## config.mk

```make
export PLATFORM = sky130hd
export DESIGN_NAME = base64_stream_encoder_top_flat
export DESIGN_NICKNAME = d
export VERILOG_FILES = /design/src/b64e_pkg.sv /design/src/b64e_in_if.sv /design/src/b64e_out_if.sv /design/src/b64e_front.sv /design/src/b64e_queue.sv /design/src/b64e_back.sv /design/src/base64_stream_encoder_top.sv /design/src/flat_wrapper.sv
export SDC_FILE = /design/constraint.sdc
export NUM_CORES = 1
export LEC_CHECK = 0
export BUFFER_PORTS_ARGS = -buffer_cell sky130_fd_sc_hd__buf_2
export CAP_MARGIN = 20
export CORE_MARGIN = 4
export CORE_UTILIZATION = 35
export DETAILED_ROUTE_END_ITERATION = 10
export GPL_TIMING_DRIVEN = 0
export SYNTH_ARGS = -nofsm -noshare
export SYNTH_HDL_FRONTEND = slang
export SYNTH_SLANG_ARGS = --single-unit
```

## constraint.sdc

```tcl
create_clock -name clk -period 3.4 [get_ports clk]
set_input_delay 0.34 -clock clk [delete_from_list [all_inputs] [get_ports clk]]
set_output_delay 0.34 -clock clk [all_outputs]
set_load 0.05 [all_outputs]
```

## src/b64e_pkg.sv

```systemverilog
// ----------------------------------------------------------------------------
// b64e_pkg
// Shared types, constants and the symbol table of the base64 stream encoder.
// ----------------------------------------------------------------------------
package b64e_pkg;

	localparam int unsigned QUEUE_DEPTH = 2;
	localparam int unsigned QPTR_W      = $clog2(QUEUE_DEPTH);
	localparam int unsigned QCNT_W      = $clog2(QUEUE_DEPTH + 1);

	localparam logic [7:0] LINE_LENGTH_RESET = 8'd76;
	localparam logic [6:0] CH_PAD            = 7'h3D;
	localparam logic [6:0] CH_NL             = 7'h0A;
	localparam logic [6:0] CH_PLUS           = 7'h2B;
	localparam logic [6:0] CH_SLASH          = 7'h2F;
	localparam logic [5:0] SEXTET_MASK       = 6'h3F;

	// register map
	localparam logic REG_LINE_LENGTH = 1'b0;

	// one group of output characters, decided by the front end
	typedef struct packed {
		logic [23:0] word;
		logic [1:0]  nbytes;
		logic        final_grp;
		logic        newline;
	} cmd_t;

	function automatic logic [6:0] b64_symbol(input logic [5:0] v);
		logic [6:0] r;
		if (v < 6'd26) begin
			r = 7'h41 + {1'b0, v};
		end else if (v < 6'd52) begin
			r = 7'h61 + {1'b0, v} - 7'd26;
		end else if (v < 6'd62) begin
			r = 7'h30 + {1'b0, v} - 7'd52;
		end else if (v == 6'd62) begin
			r = CH_PLUS;
		end else begin
			r = CH_SLASH;
		end
		return r;
	endfunction

endpackage

```

## src/b64e_in_if.sv

```systemverilog
// ----------------------------------------------------------------------------
// b64e_in_if
// Byte channel into the encoder: valid/ready with at most one message byte per item.
// ----------------------------------------------------------------------------
interface b64e_in_if;
	logic       valid;
	logic       ready;
	logic [7:0] data_byte;
	logic       byte_valid;
	logic       end_of_message;

	modport source (output valid, output data_byte, output byte_valid,
		output end_of_message, input ready);
	modport sink (input valid, input data_byte, input byte_valid,
		input end_of_message, output ready);
endinterface

```

## src/b64e_out_if.sv

```systemverilog
// ----------------------------------------------------------------------------
// b64e_out_if
// Character channel out of the encoder: valid/ready with one character per item.
// ----------------------------------------------------------------------------
interface b64e_out_if;
	logic       valid;
	logic       ready;
	logic [6:0] out_char;
	logic       last_char;

	modport source (output valid, output out_char, output last_char, input ready);
	modport sink (input valid, input out_char, input last_char, output ready);
endinterface

```

## src/b64e_front.sv

```systemverilog
// ----------------------------------------------------------------------------
// b64e_front
// Accepts bytes, collects 3-byte groups, tracks the line column and pushes
// one group command into the queue whenever a group is due.
// ----------------------------------------------------------------------------
module b64e_front (
	input  logic              clk,
	input  logic              arst_n,
	b64e_in_if.sink           in_ch,
	input  logic [7:0]        line_length,
	input  logic              q_full,
	output logic              push,
	output b64e_pkg::cmd_t    push_cmd
);
	import b64e_pkg::*;

	logic [15:0] held_q;
	logic [1:0]  held_cnt_q;
	logic [7:0]  col_q;
	logic        nl_owed_q;

	logic        accept;
	logic [15:0] held_n;
	logic [1:0]  held_cnt_n;
	logic        grp;
	logic [23:0] grp_word;
	logic [1:0]  grp_nbytes;
	logic        grp_final;
	logic [8:0]  col_sum;

	assign in_ch.ready = !q_full;
	assign accept      = in_ch.valid && !q_full;
	assign col_sum     = {1'b0, col_q} + 9'd4;

	always_comb begin
		held_n     = held_q;
		held_cnt_n = held_cnt_q;
		grp        = 1'b0;
		grp_word   = {held_q, in_ch.data_byte};
		grp_nbytes = 2'd3;
		grp_final  = in_ch.end_of_message;
		if (in_ch.byte_valid) begin
			if (held_cnt_q >= 2'd2) begin
				grp        = 1'b1;
				held_n     = '0;
				held_cnt_n = 2'd0;
			end else if (held_cnt_q == 2'd1) begin
				held_n     = {held_q[15:8], in_ch.data_byte};
				held_cnt_n = 2'd2;
			end else begin
				held_n     = {in_ch.data_byte, 8'h00};
				held_cnt_n = 2'd1;
			end
		end
		// flush of a partial group at message end
		if (in_ch.end_of_message && held_cnt_n != 2'd0) begin
			grp        = 1'b1;
			grp_word   = {held_n, 8'h00};
			grp_nbytes = held_cnt_n;
			grp_final  = 1'b1;
		end
	end

	assign push               = accept && grp;
	assign push_cmd.word      = grp_word;
	assign push_cmd.nbytes    = grp_nbytes;
	assign push_cmd.final_grp = grp_final;
	assign push_cmd.newline   = nl_owed_q;

	always_ff @(posedge clk or negedge arst_n) begin
		if (!arst_n) begin
			held_q     <= '0;
			held_cnt_q <= '0;
			col_q      <= '0;
			nl_owed_q  <= 1'b0;
		end else if (accept) begin
			if (in_ch.end_of_message) begin
				held_q     <= '0;
				held_cnt_q <= '0;
				col_q      <= '0;
				nl_owed_q  <= 1'b0;
			end else begin
				held_q     <= held_n;
				held_cnt_q <= held_cnt_n;
				if (grp) begin
					if (col_sum >= {1'b0, line_length}) begin
						nl_owed_q <= 1'b1;
						col_q     <= '0;
					end else begin
						nl_owed_q <= 1'b0;
						col_q     <= col_sum[7:0];
					end
				end
			end
		end
	end

endmodule

```

## src/b64e_queue.sv

```systemverilog
// ----------------------------------------------------------------------------
// b64e_queue
// Short first-in first-out queue of group commands between front and back.
// ----------------------------------------------------------------------------
module b64e_queue (
	input  logic              clk,
	input  logic              arst_n,
	input  logic              push,
	input  b64e_pkg::cmd_t    push_cmd,
	input  logic              pop,
	output logic              full,
	output logic              nonempty,
	output b64e_pkg::cmd_t    head
);
	import b64e_pkg::*;

	cmd_t              mem_q [QUEUE_DEPTH];
	logic [QPTR_W-1:0] wr_ptr_q;
	logic [QPTR_W-1:0] rd_ptr_q;
	logic [QCNT_W-1:0] cnt_q;

	assign full     = (cnt_q == QCNT_W'(QUEUE_DEPTH));
	assign nonempty = (cnt_q != '0);
	assign head     = mem_q[rd_ptr_q];

	always_ff @(posedge clk) begin
		if (push) begin
			mem_q[wr_ptr_q] <= push_cmd;
		end
	end

	always_ff @(posedge clk or negedge arst_n) begin
		if (!arst_n) begin
			wr_ptr_q <= '0;
			rd_ptr_q <= '0;
			cnt_q    <= '0;
		end else begin
			if (push) begin
				wr_ptr_q <= (wr_ptr_q == QPTR_W'(QUEUE_DEPTH - 1)) ? '0 : wr_ptr_q + 1'b1;
			end
			if (pop) begin
				rd_ptr_q <= (rd_ptr_q == QPTR_W'(QUEUE_DEPTH - 1)) ? '0 : rd_ptr_q + 1'b1;
			end
			if (push && !pop) begin
				cnt_q <= cnt_q + 1'b1;
			end else if (pop && !push) begin
				cnt_q <= cnt_q - 1'b1;
			end
		end
	end

endmodule

```

## src/b64e_back.sv

```systemverilog
// ----------------------------------------------------------------------------
// b64e_back
// Takes group commands from the queue and emits one character per cycle
// into a registered output stage while the queue holds a command and the output is not stalled.
// ----------------------------------------------------------------------------
module b64e_back (
	input  logic              clk,
	input  logic              arst_n,
	input  logic              q_nonempty,
	input  b64e_pkg::cmd_t    head,
	output logic              pop,
	b64e_out_if.source        out_ch
);
	import b64e_pkg::*;

	localparam logic [2:0] SLOT_NL = 3'd0;
	localparam logic [2:0] SLOT_C0 = 3'd1;
	localparam logic [2:0] SLOT_C1 = 3'd2;
	localparam logic [2:0] SLOT_C2 = 3'd3;
	localparam logic [2:0] SLOT_C3 = 3'd4;

	logic [2:0] slot_q;
	logic       out_valid_s1;
	logic [6:0] out_char_s1;
	logic       last_s1;

	logic [2:0] slot;
	logic       emit;
	logic [5:0] sextet;
	logic [6:0] ch;
	logic       last;

	// skip the newline slot when none is owed
	assign slot = (slot_q == SLOT_NL && !head.newline) ? SLOT_C0 : slot_q;
	assign emit = q_nonempty && (!out_valid_s1 || out_ch.ready);
	assign pop  = emit && (slot == SLOT_C3);

	always_comb begin
		sextet = '0;
		ch     = CH_NL;
		last   = 1'b0;
		unique case (slot)
			SLOT_C0: sextet = head.word[23:18] & SEXTET_MASK;
			SLOT_C1: sextet = head.word[17:12] & SEXTET_MASK;
			SLOT_C2: sextet = head.word[11:6] & SEXTET_MASK;
			SLOT_C3: sextet = head.word[5:0] & SEXTET_MASK;
			default: sextet = '0;
		endcase
		if (slot != SLOT_NL) begin
			ch = b64_symbol(sextet);
		end
		if ((slot == SLOT_C2 && head.nbytes < 2'd2) ||
			(slot == SLOT_C3 && head.nbytes < 2'd3)) begin
			ch = CH_PAD;
		end
		if (slot == SLOT_C3) begin
			last = head.final_grp;
		end
	end

	always_ff @(posedge clk or negedge arst_n) begin
		if (!arst_n) begin
			slot_q       <= SLOT_NL;
			out_valid_s1 <= 1'b0;
		end else begin
			if (emit) begin
				slot_q       <= (slot == SLOT_C3) ? SLOT_NL : slot + 3'd1;
				out_valid_s1 <= 1'b1;
			end else if (out_ch.ready) begin
				out_valid_s1 <= 1'b0;
			end
		end
	end

	always_ff @(posedge clk) begin
		if (emit) begin
			out_char_s1 <= ch;
			last_s1     <= last;
		end
	end

	assign out_ch.valid     = out_valid_s1;
	assign out_ch.out_char  = out_char_s1;
	assign out_ch.last_char = last_s1;

endmodule

```

## src/base64_stream_encoder_top.sv

```systemverilog
// ----------------------------------------------------------------------------
// base64_stream_encoder_top
// Base64 stream encoder with line wrapping and an APB-style register port.
// ----------------------------------------------------------------------------
// a completed group is registered in the queue, and its characters then in the output stage
// throughput: one character per cycle from the back end while the output is not stalled, 4 or 5 per group
// bytes are taken every cycle while the 2-entry group queue has room
// reset: asynchronous, clears held bytes, line column and queue; line_length = 76
module base64_stream_encoder_top (
	input  logic        clk,
	input  logic        arst_n,
	b64e_in_if.sink     in_ch,
	b64e_out_if.source  out_ch,
	input  logic        psel,
	input  logic        penable,
	input  logic        pwrite,
	input  logic [2:0]  paddr,
	input  logic [31:0] pwdata,
	output logic [31:0] prdata,
	output logic        pready
);
	import b64e_pkg::*;

	logic [7:0] line_length_q;
	logic       q_full;
	logic       q_nonempty;
	logic       push;
	logic       pop;
	cmd_t       push_cmd;
	cmd_t       head;

	assign pready = 1'b1;
	assign prdata = (paddr[2] == REG_LINE_LENGTH) ? {24'h0, line_length_q} : 32'h0;

	always_ff @(posedge clk or negedge arst_n) begin
		if (!arst_n) begin
			line_length_q <= LINE_LENGTH_RESET;
		end else if (psel && penable && pwrite && pready && paddr[2] == REG_LINE_LENGTH) begin
			line_length_q <= pwdata[7:0];
		end
	end

	b64e_front u_front (
		.clk         (clk),
		.arst_n      (arst_n),
		.in_ch       (in_ch),
		.line_length (line_length_q),
		.q_full      (q_full),
		.push        (push),
		.push_cmd    (push_cmd)
	);

	b64e_queue u_queue (
		.clk      (clk),
		.arst_n   (arst_n),
		.push     (push),
		.push_cmd (push_cmd),
		.pop      (pop),
		.full     (q_full),
		.nonempty (q_nonempty),
		.head     (head)
	);

	b64e_back u_back (
		.clk        (clk),
		.arst_n     (arst_n),
		.q_nonempty (q_nonempty),
		.head       (head),
		.pop        (pop),
		.out_ch     (out_ch)
	);

endmodule

```

## src/flat_wrapper.sv

```systemverilog
// flat-port wrapper written by rule: the top's interface ports become plain ports
module base64_stream_encoder_top_flat import b64e_pkg::*;
  (clk, arst_n, psel, penable, pwrite, paddr, pwdata, prdata, pready, in_ch_valid, in_ch_data_byte, in_ch_byte_valid, in_ch_end_of_message, in_ch_ready, out_ch_valid, out_ch_out_char, out_ch_last_char, out_ch_ready);
  b64e_in_if in_ch_i ();
  b64e_out_if out_ch_i ();
  input  logic clk;
  input  logic arst_n;
  input  logic psel;
  input  logic penable;
  input  logic pwrite;
  input  logic [2:0] paddr;
  input  logic [31:0] pwdata;
  output logic [31:0] prdata;
  output logic pready;
  input wire logic [$bits(in_ch_i.valid)-1:0] in_ch_valid;
  input wire logic [$bits(in_ch_i.data_byte)-1:0] in_ch_data_byte;
  input wire logic [$bits(in_ch_i.byte_valid)-1:0] in_ch_byte_valid;
  input wire logic [$bits(in_ch_i.end_of_message)-1:0] in_ch_end_of_message;
  output wire logic [$bits(in_ch_i.ready)-1:0] in_ch_ready;
  output wire logic [$bits(out_ch_i.valid)-1:0] out_ch_valid;
  output wire logic [$bits(out_ch_i.out_char)-1:0] out_ch_out_char;
  output wire logic [$bits(out_ch_i.last_char)-1:0] out_ch_last_char;
  input wire logic [$bits(out_ch_i.ready)-1:0] out_ch_ready;
  assign in_ch_i.valid = in_ch_valid;
  assign in_ch_i.data_byte = in_ch_data_byte;
  assign in_ch_i.byte_valid = in_ch_byte_valid;
  assign in_ch_i.end_of_message = in_ch_end_of_message;
  assign in_ch_ready = in_ch_i.ready;
  assign out_ch_valid = out_ch_i.valid;
  assign out_ch_out_char = out_ch_i.out_char;
  assign out_ch_last_char = out_ch_i.last_char;
  assign out_ch_i.ready = out_ch_ready;
  base64_stream_encoder_top u_core (.clk(clk), .arst_n(arst_n), .in_ch(in_ch_i), .out_ch(out_ch_i), .psel(psel), .penable(penable), .pwrite(pwrite), .paddr(paddr), .pwdata(pwdata), .prdata(prdata), .pready(pready));
endmodule
```

# Yosys cells after proc, flatten, opt, wreduce, memory -nomap -nowiden
# Memory sizes are Yosys's and may differ from the RTL's.
# Cells that the tools add are included.
[classes] n_lt_le_gt_ge=7 bitwise=2 addsub=11 muxes=37 reduce_logical=29 eq_ne=7
[op_table] op="16-bit 2-to-1 mux" count=4
[op_table] op="8-bit 2-to-1 mux" count=4
[op_table] op="24-bit 2-to-1 mux" count=1
[op_table] op="6-bit one-hot mux with 4 select lines" count=1
[op_table] op="7-bit 2-to-1 mux" count=3
[op_table] op="7-bit by 6-bit adder with 7-bit output, first input constant" count=2
[op_table] op="2-bit 2-to-1 mux" count=7
[op_table] op="1-bit logical AND" count=13
[op_table] op="1-bit 2-to-1 mux" count=13
[op_table] op="6-bit less-than comparator, second input constant" count=2
[op_table] op="2-bit nonzero test" count=5
[op_table] op="8-bit by 3-bit adder with 9-bit output, second input constant" count=1
[op_table] op="9-bit by 8-bit >= comparator with 1-bit output" count=1
[op_table] op="3-bit 2-to-1 mux" count=3
[op_table] op="6-bit by 6-bit adder with 7-bit output, first input constant" count=1
[op_table] op="7-bit by 5-bit subtractor with 7-bit output, second input constant" count=1
[op_table] op="7-bit by 6-bit subtractor with 7-bit output, second input constant" count=1
[op_table] op="3-bit by 2-bit equality test with 1-bit output, second input constant" count=2
[op_table] op="6-bit equality test, second input constant" count=1
[op_table] op="6-bit by 5-bit less-than comparator with 1-bit output, second input constant" count=1
[op_table] op="6-bit 2-to-1 mux" count=1
[op_table] op="1-bit logical NOT" count=5
[op_table] op="2-bit less-than comparator, second input constant" count=2
[op_table] op="3-bit by 1-bit adder with 3-bit output, second input constant" count=1
[op_table] op="14 further kinds" count=17
[totals] register_bits=51 ram_bits=56 out_inout_bits=43 n_memories=1
[mem_list] name="u_core.u_queue.mem_q" words=2 width=28 rd=1 rd_ports_with_merged_regs=0 write_ports=1 line_no="b64e_queue.sv:17" rtl="cmd_t mem_q [QUEUE_DEPTH];"

# Logic depth before layout (Yosys ltp)
# Gate-level depths: netlist (run 1).
[depth] word_depth=12 mapped_depth=15

# By module
# Synthesis (run 1) repeated with hierarchy kept, for this count alone.
[unflattened] hier_cells=451 hier_area_um2=5694.2
[by_module_without_submodules] mod="b64e_queue" cells_per_inst=103 instances=1 area_per_inst_um2=2257.2
[by_module_without_submodules] mod="b64e_front" cells_per_inst=173 instances=1 area_per_inst_um2=1649.1
[by_module_without_submodules] mod="b64e_back" cells_per_inst=123 instances=1 area_per_inst_um2=1204.9
[by_module_without_submodules] mod="base64_stream_encoder_top" cells_per_inst=52 instances=1 area_per_inst_um2=583.1

# Worst setup path before layout (run 1)
# Ideal clock, no wire load.
[synth_timing] path_kind="reg-to-reg" startpoint="register u_core.u_queue.cnt_q[0]" endpoint="memory u_core.u_queue.mem_q[0][0] in the netlist's numbering, enable pin" arrival_ps=2699 path_stages_with_launch=5 slack_ps=284 required_ps=2984 setup_ps=416 cell_sequence="dfrtp_1 > nand2b_1 > nand2_1 > a21oi_1 > nor2b_1"
[synth_via] elab_chain_cells=6
[synth_rtl] item="from (decl)" line_no="b64e_queue.sv:20" rtl="logic [QCNT_W-1:0] cnt_q;"
[synth_rtl] item="from (signal assigned)" line_no="b64e_queue.sv:45" rtl="cnt_q <= cnt_q + 1'b1;"
[synth_rtl] item="from (signal assigned)" line_no="b64e_queue.sv:47" rtl="cnt_q <= cnt_q - 1'b1;"
[synth_rtl] item="2-bit equality test" line_no="b64e_queue.sv:22" rtl="assign full = (cnt_q == QCNT_W'(QUEUE_DEPTH));"
[synth_rtl] item="1-bit logical NOT"
[synth_rtl] item="named net in_ch_ready" line_no="flat_wrapper.sv:19" rtl="output wire logic [$bits(in_ch_i.ready)-1:0] in_ch_ready;"
[synth_rtl] item="1-bit logical AND" line_no="b64e_front.sv:32" rtl="assign accept = in_ch.valid && !q_full;"
[synth_rtl] item="1-bit logical AND" line_no="b64e_front.sv:64" rtl="assign push = accept && grp;"
[synth_rtl] item="named net u_core.push" line_no="base64_stream_encoder_top.sv:27" rtl="logic push;"
[synth_rtl] item="1-bit 2-to-1 mux" line_no="b64e_queue.sv:27" rtl="if (push) begin"
[synth_rtl] item="1-bit 2-to-1 mux (not written as such)" line_no="b64e_queue.sv:28" rtl="mem_q[wr_ptr_q] <= push_cmd;"
[synth_rtl] item="to (decl)" line_no="b64e_queue.sv:17"
# The timed path passes the listed nets, and every way through them passes these cells.

# Worst setup path in the final report (run 1)
[layout_timing] startpoint="register u_core.u_back.slot_q[1]" endpoint="register u_core.u_back.out_char_s1[5], in the netlist u_core.u_back.out_ch.out_char[5], data pin"
[layout_via] elab_chain_cells=11 elab_cells_between_ends=24
[layout_rtl] item="from (decl)" line_no="b64e_back.sv:22" rtl="logic [2:0] slot_q;"
[layout_rtl] item="from (signal assigned)" line_no="b64e_back.sv:67" rtl="slot_q <= (slot == SLOT_C3) ? SLOT_NL : slot + 3'd1;"
[layout_rtl] item="3-bit logical NOT" line_no="b64e_back.sv:34" rtl="assign slot = (slot_q == SLOT_NL && !head.newline) ? SLOT_C0 : slot_q;"
[layout_rtl] item="1-bit logical AND" line_no="b64e_back.sv:34"
[layout_rtl] item="3-bit 2-to-1 mux *" line_no="b64e_back.sv:34"
[layout_rtl] item="3-bit equality test, or another cell as far along" line_no="b64e_back.sv:42, b64e_back.sv:53"
[layout_rtl] item="6-bit one-hot mux with 4 select lines" line_no="b64e_back.sv:42" rtl="unique case (slot)"
[layout_rtl] item="6-bit by 6-bit adder with 7-bit output" line_no="b64e_pkg.sv:36" rtl="r = 7'h30 + {1'b0, v} - 7'd52;"
[layout_rtl] item="7-bit by 6-bit subtractor with 7-bit output" line_no="b64e_pkg.sv:36"
[layout_rtl] item="7-bit 2-to-1 mux" line_no="b64e_pkg.sv:35" rtl="end else if (v < 6'd62) begin"
[layout_rtl] item="7-bit 2-to-1 mux" line_no="b64e_pkg.sv:33" rtl="end else if (v < 6'd52) begin"
[layout_rtl] item="7-bit 2-to-1 mux" line_no="b64e_pkg.sv:31" rtl="if (v < 6'd26) begin"
[layout_rtl] item="6-bit 2-to-1 mux" line_no="b64e_back.sv:49" rtl="if (slot != SLOT_NL) begin"
[layout_rtl] item="to (signal assigned)" line_no="b64e_back.sv:77" rtl="out_char_s1 <= ch;"
[layout_rtl] item="to (decl)" line_no="b64e_back.sv:24" rtl="logic [6:0] out_char_s1;"
# Every way passes the cells marked *; elsewhere a longest branch is shown, timed or not.
# A chain may end at the register's enable or synchronous reset.

==> reports/qor_table.md, run 1 <==
| Step | Parameter | Value |
| --- | --- | --- |
| final layout | Leading cell types in the layout, fill and taps excluded | sky130_fd_sc_hd__edfxtp_1, sky130_fd_sc_hd__nand2_1, sky130_fd_sc_hd__buf_2, sky130_fd_sc_hd__dfrtp_1, sky130_fd_sc_hd__o21ai_0 |
| run | Max-capacitance violation count | 0 |
| setup path | Depth of the worst register-to-register path | 14 |
| die | Die ar. | 17,780 µm² |
| drt | Detailed router's first-iteration violation count | 225 |
| drt | Number of iterations in the first detailed-routing pass | 5 |
| yosys | YS warnings | 0 |
| status | Result of the run | finished clean |
| drt | Total Wirelength | 11,710 µm |
| power and ir drop | Leakage dissipation | 2.596 nW |
| drt | Via count normalized by instance count | 4.909 |
| die | Count of pins on the block boundary | 95 |
| clock network | Deepest clock path buffer count | 2 |
| die | Floorplan row count | 45 |
| yosys | Sequential share of the synthesized area | 53.66% |
| yosys | Main area contributors after synthesis | sky130_fd_sc_hd__edfxtp_1, sky130_fd_sc_hd__dfrtp_1, sky130_fd_sc_hd__mux2_2 |
| placed design | Final HPWL DP | 8602 µm |
| clock network | Clock tree from TritonCTS | done |
| power and ir drop | Maximum VDD drop | 0.3640 mV |
| setup path | Setup crit end kind | flip-flop |
| power and ir drop | Switching share of power | 41.90% |
| timing | Transition at the pin with the smallest max-transition slack | 950.1 ps |
| yosys | Most common flop cell mapped by yosys | sky130_fd_sc_hd__edfxtp_1 |
| yosys | Count of mapped cells out of synthesis | 480 |
| power and ir drop | Power per Cell Area | 899.2 nW/µm² |
| timing | Worst Slack Setup Final | 144.7 ps |
| grt | Initial antenna violation count | 0 |
| timing | Endpoints failing setup | 0 |
| yosys | Mapped Area | 5500 µm² |
| final layout | Area growth syn-to-layout | 17.63% |
| yosys | Synth cell types | 66 |
| final layout | Most frequent standard cell in the layout excluding fill and tap cells | sky130_fd_sc_hd__edfxtp_1 |
| power and ir drop | Reg power frac | 34.0% |
| timing | Ratio of final minimum period to clock period | 95.74% |
| timing | Final Critical Period | 3255 ps |
| yosys | Post-synth EDFFs | 64 |
| setup path | Kind of cell adding the most delay to the critical path | compound AO/OA/AOI/OAI gates |
| die | Core outline area | 15,310 µm² |
| clock network | Root buffer cell | sky130_fd_sc_hd__clkbuf_16 |
| final layout | Antenna Cells | 0 |
| grt | Tot GR Track Use | 13.83% |
| setup path | Number of buffers and inverters on the critical path | 3 |
| yosys | Synth Area per Inst | 11.46 µm² |
| timing | Achievable frequency | 307.2 MHz |
| drt | Total vias in the final route | 3,809 |
| clock network | Clock Pin Slew Worst Setup and Hold Paths | 80 ps |
| timing | Final Slew Violations | 0 |
| setup path | Max Fanout on Critical Path | 10 |
| clock network | TritonCTS Buffers | 9 |
| power and ir drop | Proportion of power drawn by combinational gates | 49.0% |
| setup path | Most common cell type on the critical path | sky130_fd_sc_hd__ha_2 |
| setup path | Worst stage delay on the critical path | 360 ps |
| setup path | Reg-to-Reg End | u_core.u_back.out_ch.out_char[5]$_SDFFCE_PP1P_ |
| setup path | Worst reg2reg startpoint | u_core.u_back.slot_q[1]$_DFFE_PN0P_ |
| yosys | Post-synth top area share | 34.94% |
| final layout | Nets | 627 |
| setup path | Critical Setup Path Class | reg -> reg |
| hold path | Hold WC Path Type | in -> async |
| setup path | Type of element launching the critical path | flip-flop |
| placed design | Final estimated routing congestion in global placement | 0.8168 |
| die | Chip Height | 133.4 µm |
| grt | Number of global-route vias before repair | 3,796 |
| placed design | DP Worst Slack | -262.7 ps |
| power and ir drop | Proportion of power drawn by the clock network | 16.9% |
| yosys | Cell type with the highest aggregate area in the netlist | sky130_fd_sc_hd__edfxtp_1 |
| timing | Slew headroom | 36.66% |
| clock network | CTS H-Tree Depth | 3 |
| drt | Number of nets with antenna violations after detailed routing | 0 |
| setup path | Data required time of the worst path | 3460 ps |
| setup path | FF-to-FF setup slack | 140 ps |
| setup path | Cell-by-cell listing of the critical path | buf_2, nor2_1, a21o_1, ha_1, ha_2, a22oi_1, o211a_1, inv_2, ha_2, inv_1, a41oi_4, a311oi_4, nor3b_1, o41ai_2 |
| clock network | Worst-skew pair later-pin latency | 350 ps |
| grt | Global-route congestion overflow total | 0 |
| drt | Post-detailed-route wirelength per cell | 15.09 µm |
| yosys | Flops & latches, synth | 105 |
| power and ir drop | Switching component of the power | 0.002438 W |
| timing | Worst setup skew after layout | 12.31 ps |
| grt | Pin count of the biggest net entering global routing | 42 |
| timing | Unrepaired setup endpoints after global routing | yes |
| clock network | CTS sink cnt | 105 |
| power and ir drop | Internal portion of total power | 0.003380 W |
| setup path | Crit path arrival time | 3310 ps |
| setup path | Stages on worst setup path | 14 |
| final layout | Ratio of cells with drive above 1 in the final layout | 25.66% |
| die | Initial core utilization | 35.92% |
| grt | Wire length of the first global-routing pass | 19,690 µm |
| yosys | Asr flop ratio synth | 39.05% |
| die | Overall die width | 133.4 µm |
| placed design | IO Port Bufs | 42 |
| final layout | Final standard cell utilization of the core | 42.25% |
| drt | DRC Markers | 0 |
| setup path | Crit path max-delay cell type | sky130_fd_sc_hd__dfrtp_1 |
| timing | Final hold viol count | 0 |
## flip-flops by register name, summed over array words and instances (netlist names)
signal                          cells
u_core.u_queue.mem_q               56
u_core.u_front.held_q              16
u_core.line_length_q                8
u_core.u_back.out_ch.out_char       7
u_core.u_front.col_q                6
u_core.u_back.slot_q                3
u_core.u_front.held_cnt_q           2
u_core.u_queue.cnt_q                2
u_core.u_back.out_ch.last_char      1
u_core.u_back.out_ch.valid          1
u_core.u_front.nl_owed_q            1
u_core.u_queue.rd_ptr_q             1
u_core.u_queue.wr_ptr_q             1
## cells in the mapped netlist, drive strengths merged, types with 3 or more instances
cell type and instances:
edfxtp 64, nand2 62, dfrtp 38, o21ai 38, mux2 32, buf 30, nor2 22, inv 18
a22oi 17, ha 15, clkbuf 12, mux2i 12, nand3 12, and2 9, a21oi 8, nor3 8
nor2b 7, xnor2 7, nor3b 5, o211ai 5, xor2 5, a22o 3, dfstp 3, nand2b 3
o21a 3, o31ai 3, or3 3
## final cells by class
type                    count  area, µm²
repair buffers             45      272.8
fillers                  1505       8845
well taps                 211      264.0
clock buffers              10      229.0
clock inverters             6      50.05
plain buffers              42      280.3
inverters                  18      67.56
flip-flops and latches    105       2952
multi-input cells         339       2355
## kinds of logic (layout without fill, tap and decap cells)
logic type                 count (synthesis)  count (layout)  share of synthesized area, %
DFF                                      105             105                         53.66
other                                      2              25                        0.1365
muxes                                     44              44                         8.940
AOI/OAI and AO/OA                         98              99                         12.51
buffers and inverters                     60             121                         6.324
adders and majority gates                 15              15                         3.412
and+or+nand+nor                          144             144                         13.10
xor gates and xnor gates                  12              12                         1.911
## layer usage
| layer | vias up | wire [µm] | GRT usage [%] |
|---|---|---|---|
| li1 | 1857 | - | - |
| met1 | 1822 | 5385 | 18.35 |
| met2 | 115 | 5527 | 22.46 |
| met3 | 15 | 632 | 3.588 |
| met4 | 0 | 161 | 4.000 |
| met5 | - | 0 | 0 |
## per-stage QoR
stage / hold WS (ps) / area [µm²] / setup TNS (ps) / instances / total power (W)
6_report: 126.1 / 6470 / 0 / 776 / 0.005818
3_5_place_dp: 491.6 / 6118 / -949.7 / 758 / 0.004724
4_1_cts: 151.0 / 6447 / 0 / 776 / 0.005820
3_3_place_gp: 474.9 / 6061 / -15910 / 756 / 0.004673
2_1_floorplan: 44.41 / 5587 / 0 / 503 / 0.004067
5_1_grt: 200.6 / 6470 / -52.42 / 776 / 0.006256
## worst max-delay path by stage
stage / startpoint / end
after floorplan: u_core.u_queue.cnt_q[0]$_DFFE_PN0P_ / u_core.u_queue.mem_q[0][0]$_DFFE_PP_
after global routing: u_core.u_back.slot_q[1]$_DFFE_PN0P_ / u_core.u_back.out_ch.out_char[3]$_SDFFCE_PP1P_
after CTS: u_core.u_back.slot_q[1]$_DFFE_PN0P_ / u_core.u_back.out_ch.out_char[3]$_SDFFCE_PP1P_
after detailed placement: u_core.u_queue.rd_ptr_q$_DFFE_PN0P_ / u_core.u_back.out_ch.out_char[3]$_SDFFCE_PP1P_
final: u_core.u_back.slot_q[1]$_DFFE_PN0P_ / u_core.u_back.out_ch.out_char[5]$_SDFFCE_PP1P_
after global placement: u_core.u_front.held_cnt_q[1]$_DFFE_PN0P_ / u_core.u_queue.mem_q[0][4]$_DFFE_PP_
## power groups by stage
stage	sequential, W	combinational (W)	clock (W)
after floorplan	0.00216	0.00191	0
after global placement	0.00200	0.00268	0
after detailed placement	0.00201	0.00272	0
after CTS	0.00198	0.00282	0.00102
after global routing	0.00202	0.00316	0.00108
final	0.00198	0.00285	0.000984
## timing repair
| action | 4_1_cts | 5_1_grt |
|---|---|---|
| gates cloned | 1 | 0 |
| setup buffers | 1 | 0 |
| resized for setup | 5 | 5 |
| setup endpoints to repair | 5 | 6 |
| hold buffers | 0 | 0 |
| pin swaps | 2 | 1 |
Power figures use the tool's default switching activity.
==> run 2, diff against run 1 <==
CORE_UTILIZATION = 55   (was 35)
PLACE_DENSITY = 0.78   (was unset)
==> run 2 against run 1 <==
Compared with the run above:
- critical path depth down 1
- clock skew up 4.8 ps
- total power down 4.3%
- via count up 1.0%
- global-route usage up 6.7 points
- critical endpoint unchanged
- utilization up 22 points
- highest routed layer unchanged
- clock power down 26%
- largest cell class unchanged
- count of clock-buffer cells in the layout up 4
- maximum frequency up 2.6%
==> reports/qor_table.md, run 2 (same netlist as run 1, synthesis figures left out) <==
| Step | Parameter | Value | Delta |
| --- | --- | --- | --- |
| status | Result of the run | finished clean | unchanged |
| timing | Final Slew Violations | 0 | unchanged |
| placed design | Placement-stage cell area | 6021 µm² | was 6118 µm² |
| placed design | Final estimated routing congestion in global placement | 0.9091 | was 0.8168 |
| clock network | CTS H-Tree Depth | 3 | unchanged |
| final layout | Fill cells | 763 | was 1,505 |
| timing | Transition at the pin with the smallest max-transition slack | 934.2 ps | was 950.1 ps |
| die | Floorplan row count | 36 | was 45 |
| final layout | Leading cell types in the layout, fill and taps excluded | sky130_fd_sc_hd__edfxtp_1, sky130_fd_sc_hd__nand2_1, sky130_fd_sc_hd__buf_2, sky130_fd_sc_hd__dfrtp_1, sky130_fd_sc_hd__o21ai_0 | unchanged |
| hold path | Hold WC Path Type | in -> async | unchanged |
| timing | Achievable frequency | 315.3 MHz | was 307.2 MHz |
| timing | Slew headroom | 37.72% | was 36.66% |
| final layout | Flip-flop count of the largest register, all copies and words added | 56 | unchanged |
| clock network | Root buffer cell | sky130_fd_sc_hd__clkbuf_8 | was sky130_fd_sc_hd__clkbuf_16 |
| timing | Ratio of final minimum period to clock period | 93.29% | was 95.74% |
| drt | Number of iterations in the first detailed-routing pass | 5 | unchanged |
| timing | Unrepaired setup endpoints after global routing | no | was yes |
| setup path | Depth of the worst register-to-register path | 13 | was 14 |
| clock network | Hold buffer count at CTS | 0 | unchanged |
| clock network | Deepest clock path buffer count | 2 | unchanged |
| die | Die ar. | 11,660 µm² | was 17,780 µm² |
| timing | Hold Slack | 103.5 ps | was 126.1 ps |
| clock network | Clock tree from TritonCTS | done | unchanged |
| setup path | Critical Setup Path Class | reg -> reg | unchanged |
| drt | Detailed router's first-iteration violation count | 211 | was 225 |
| timing | Worst Slack Setup Final | 228.1 ps | was 144.7 ps |
| clock network | Clock Pin Slew Worst Setup and Hold Paths | 90 ps | was 80 ps |
| final layout | Register bank with the most flops | u_core.u_queue.mem_q | unchanged |
| grt | Tot GR Track Use | 20.55% | was 13.83% |
| die | Core outline area | 9774 µm² | was 15,310 µm² |
| final layout | Most frequent standard cell in the layout excluding fill and tap cells | sky130_fd_sc_hd__edfxtp_1 | unchanged |
| die | Initial core utilization | 56.27% | was 35.92% |
| drt | Number of nets with antenna violations after detailed routing | 0 | unchanged |
| grt | Global-route congestion overflow total | 0 | unchanged |
| drt | Total vias in the final route | 3,848 | was 3,809 |
| drt | Total Wirelength | 11,250 µm | was 11,710 µm |
| final layout | Top flop regs | u_core.u_queue.mem_q x56, u_core.u_front.held_q x16, u_core.line_length_q x8 | unchanged |
| power and ir drop | Power per Cell Area | 886.7 nW/µm² | was 899.2 nW/µm² |
| grt | Number of global-route vias before repair | 3,833 | was 3,796 |
| clock network | CTS sink cnt | 105 | unchanged |
| timing | Final Critical Period | 3172 ps | was 3255 ps |
| die | Count of pins on the block boundary | 95 | unchanged |
| timing | Worst setup skew after layout | 17.10 ps | was 12.31 ps |
| placed design | IO Port Bufs | 42 | unchanged |
| drt | Via count normalized by instance count | 5.489 | was 4.909 |
| setup path | Max Fanout on Critical Path | 7 | was 10 |
| final layout | Ratio of cells with drive above 1 in the final layout | 25.88% | was 25.66% |
| placed design | DP Worst Slack | -177.5 ps | was -262.7 ps |
| grt | Wire length of the first global-routing pass | 18,800 µm | was 19,690 µm |
| final layout | Area of all placed cells without fillers | 6276 µm² | was 6470 µm² |
| setup path | Setup crit end kind | flip-flop | unchanged |
| power and ir drop | Leakage dissipation | 2.564 nW | was 2.596 nW |
| timing | Endpoints failing setup | 0 | unchanged |
| grt | Initial antenna violation count | 0 | unchanged |
| clock network | TritonCTS Buffers | 9 | unchanged |
| drt | Post-detailed-route wirelength per cell | 16.04 µm | was 15.09 µm |
| placed design | Final HPWL DP | 8295 µm | was 8602 µm |
| final layout | Area growth syn-to-layout | 14.10% | was 17.63% |
| clock network | Worst-skew pair later-pin latency | 370 ps | was 350 ps |
| setup path | Data required time of the worst path | 3480 ps | was 3460 ps |
| power and ir drop | Final Power | 0.005565 W | was 0.005818 W |
| die | Chip Height | 108 µm | was 133.4 µm |
| final layout | Nets | 630 | was 627 |
| setup path | Crit path arrival time | 3250 ps | was 3310 ps |
| grt | Pin count of the biggest net entering global routing | 42 | unchanged |
| drt | DRC Markers | 0 | unchanged |
| power and ir drop | Maximum VDD drop | 0.4568 mV | was 0.3640 mV |
| die | Overall die width | 108 µm | was 133.4 µm |
| timing | Final hold viol count | 0 | unchanged |
| setup path | Type of element launching the critical path | flip-flop | unchanged |
| final layout | Antenna Cells | 0 | unchanged |
| run | Max-capacitance violation count | 0 | unchanged |
[run 2: final cells by class]
| cell class | count | area, µm² | area share, % |
|---|---|---|---|
| Sequential cell | 105 | 2952 | 47.03 |
| Multi-Input combinational cell | 338 | 2336 | 37.22 |
| Timing Repair Buffer | 49 | 299.0 | 4.765 |
| Buffer | 42 | 280.3 | 4.466 |
| Tap cell | 133 | 166.4 | 2.652 |
| Clock buffer | 14 | 163.9 | 2.612 |
| Inverter | 18 | 67.56 | 1.077 |
| Clock inverter | 2 | 11.26 | 0.1794 |
[run 2: where the power goes]
group | internal (W) | switching, W | leakage [nW]
logic | 0.00110 | 0.00175 | 1.36
registers | 0.00181 | 0.000180 | 1.12
clock network | 0.000313 | 0.000413 | 0.0901
total | 0.00322 | 0.00234 | 2.56
[run 2: timing repair]
action | 4_1_cts | 5_1_grt
resized for setup | 5 | 6
buffers inserted | 3 | 2
setup endpoints to repair | 5 | 6
pin swaps | 1 | 2
[run 2: metal layers]
layer / global-route usage [%] / wire length [µm]
met1: 27.43 / 4975
met2: 34.95 / 5585
met3: 3.284 / 485
met4: 5.861 / 198
met5: 0 / 0
[run 2: worst paths after layout]
check                                                  startpoint                                             end  slack, ps
max                           u_core.u_queue.rd_ptr_q$_DFFE_PN0P_  u_core.u_back.out_ch.out_char[5]$_SDFFCE_PP1P_        230
min                                                        arst_n          u_core.u_back.out_ch.valid$_DFFE_PN0P_        100
min in group clk                                        pwdata[6]             u_core.line_length_q[6]$_DFFE_PN1P_        200
max reg2reg                   u_core.u_queue.rd_ptr_q$_DFFE_PN0P_  u_core.u_back.out_ch.out_char[5]$_SDFFCE_PP1P_        230
min reg2reg                u_core.u_back.out_ch.valid$_DFFE_PN0P_          u_core.u_back.out_ch.valid$_DFFE_PN0P_        500
max in group asynchronous                                  arst_n            u_core.u_front.held_q[7]$_DFFE_PN0P_       2700
[run 2: through the flow]
step,cells,setup TNS (ps),utilization (%)
global route,701,0,64.21
detailed placement,680,-453.1,61.60
global placement,678,-13230,61.01
finish,701,0,64.21
CTS,699,0,63.70
floorplan,503,0,-
[run 2: critical path: stages (launching register included)]
cell                       delay [ps]
sky130_fd_sc_hd__dfrtp_1          430
sky130_fd_sc_hd__mux2i_2          180
sky130_fd_sc_hd__a21o_1           230
sky130_fd_sc_hd__ha_1             220
sky130_fd_sc_hd__ha_4             200
sky130_fd_sc_hd__a22oi_1          180
sky130_fd_sc_hd__o211a_2          270
sky130_fd_sc_hd__inv_2             90
sky130_fd_sc_hd__ha_2             220
sky130_fd_sc_hd__inv_1             70
sky130_fd_sc_hd__a41oi_2           50
sky130_fd_sc_hd__a311oi_4         350
sky130_fd_sc_hd__a21boi_0         300
sky130_fd_sc_hd__o41ai_2          100
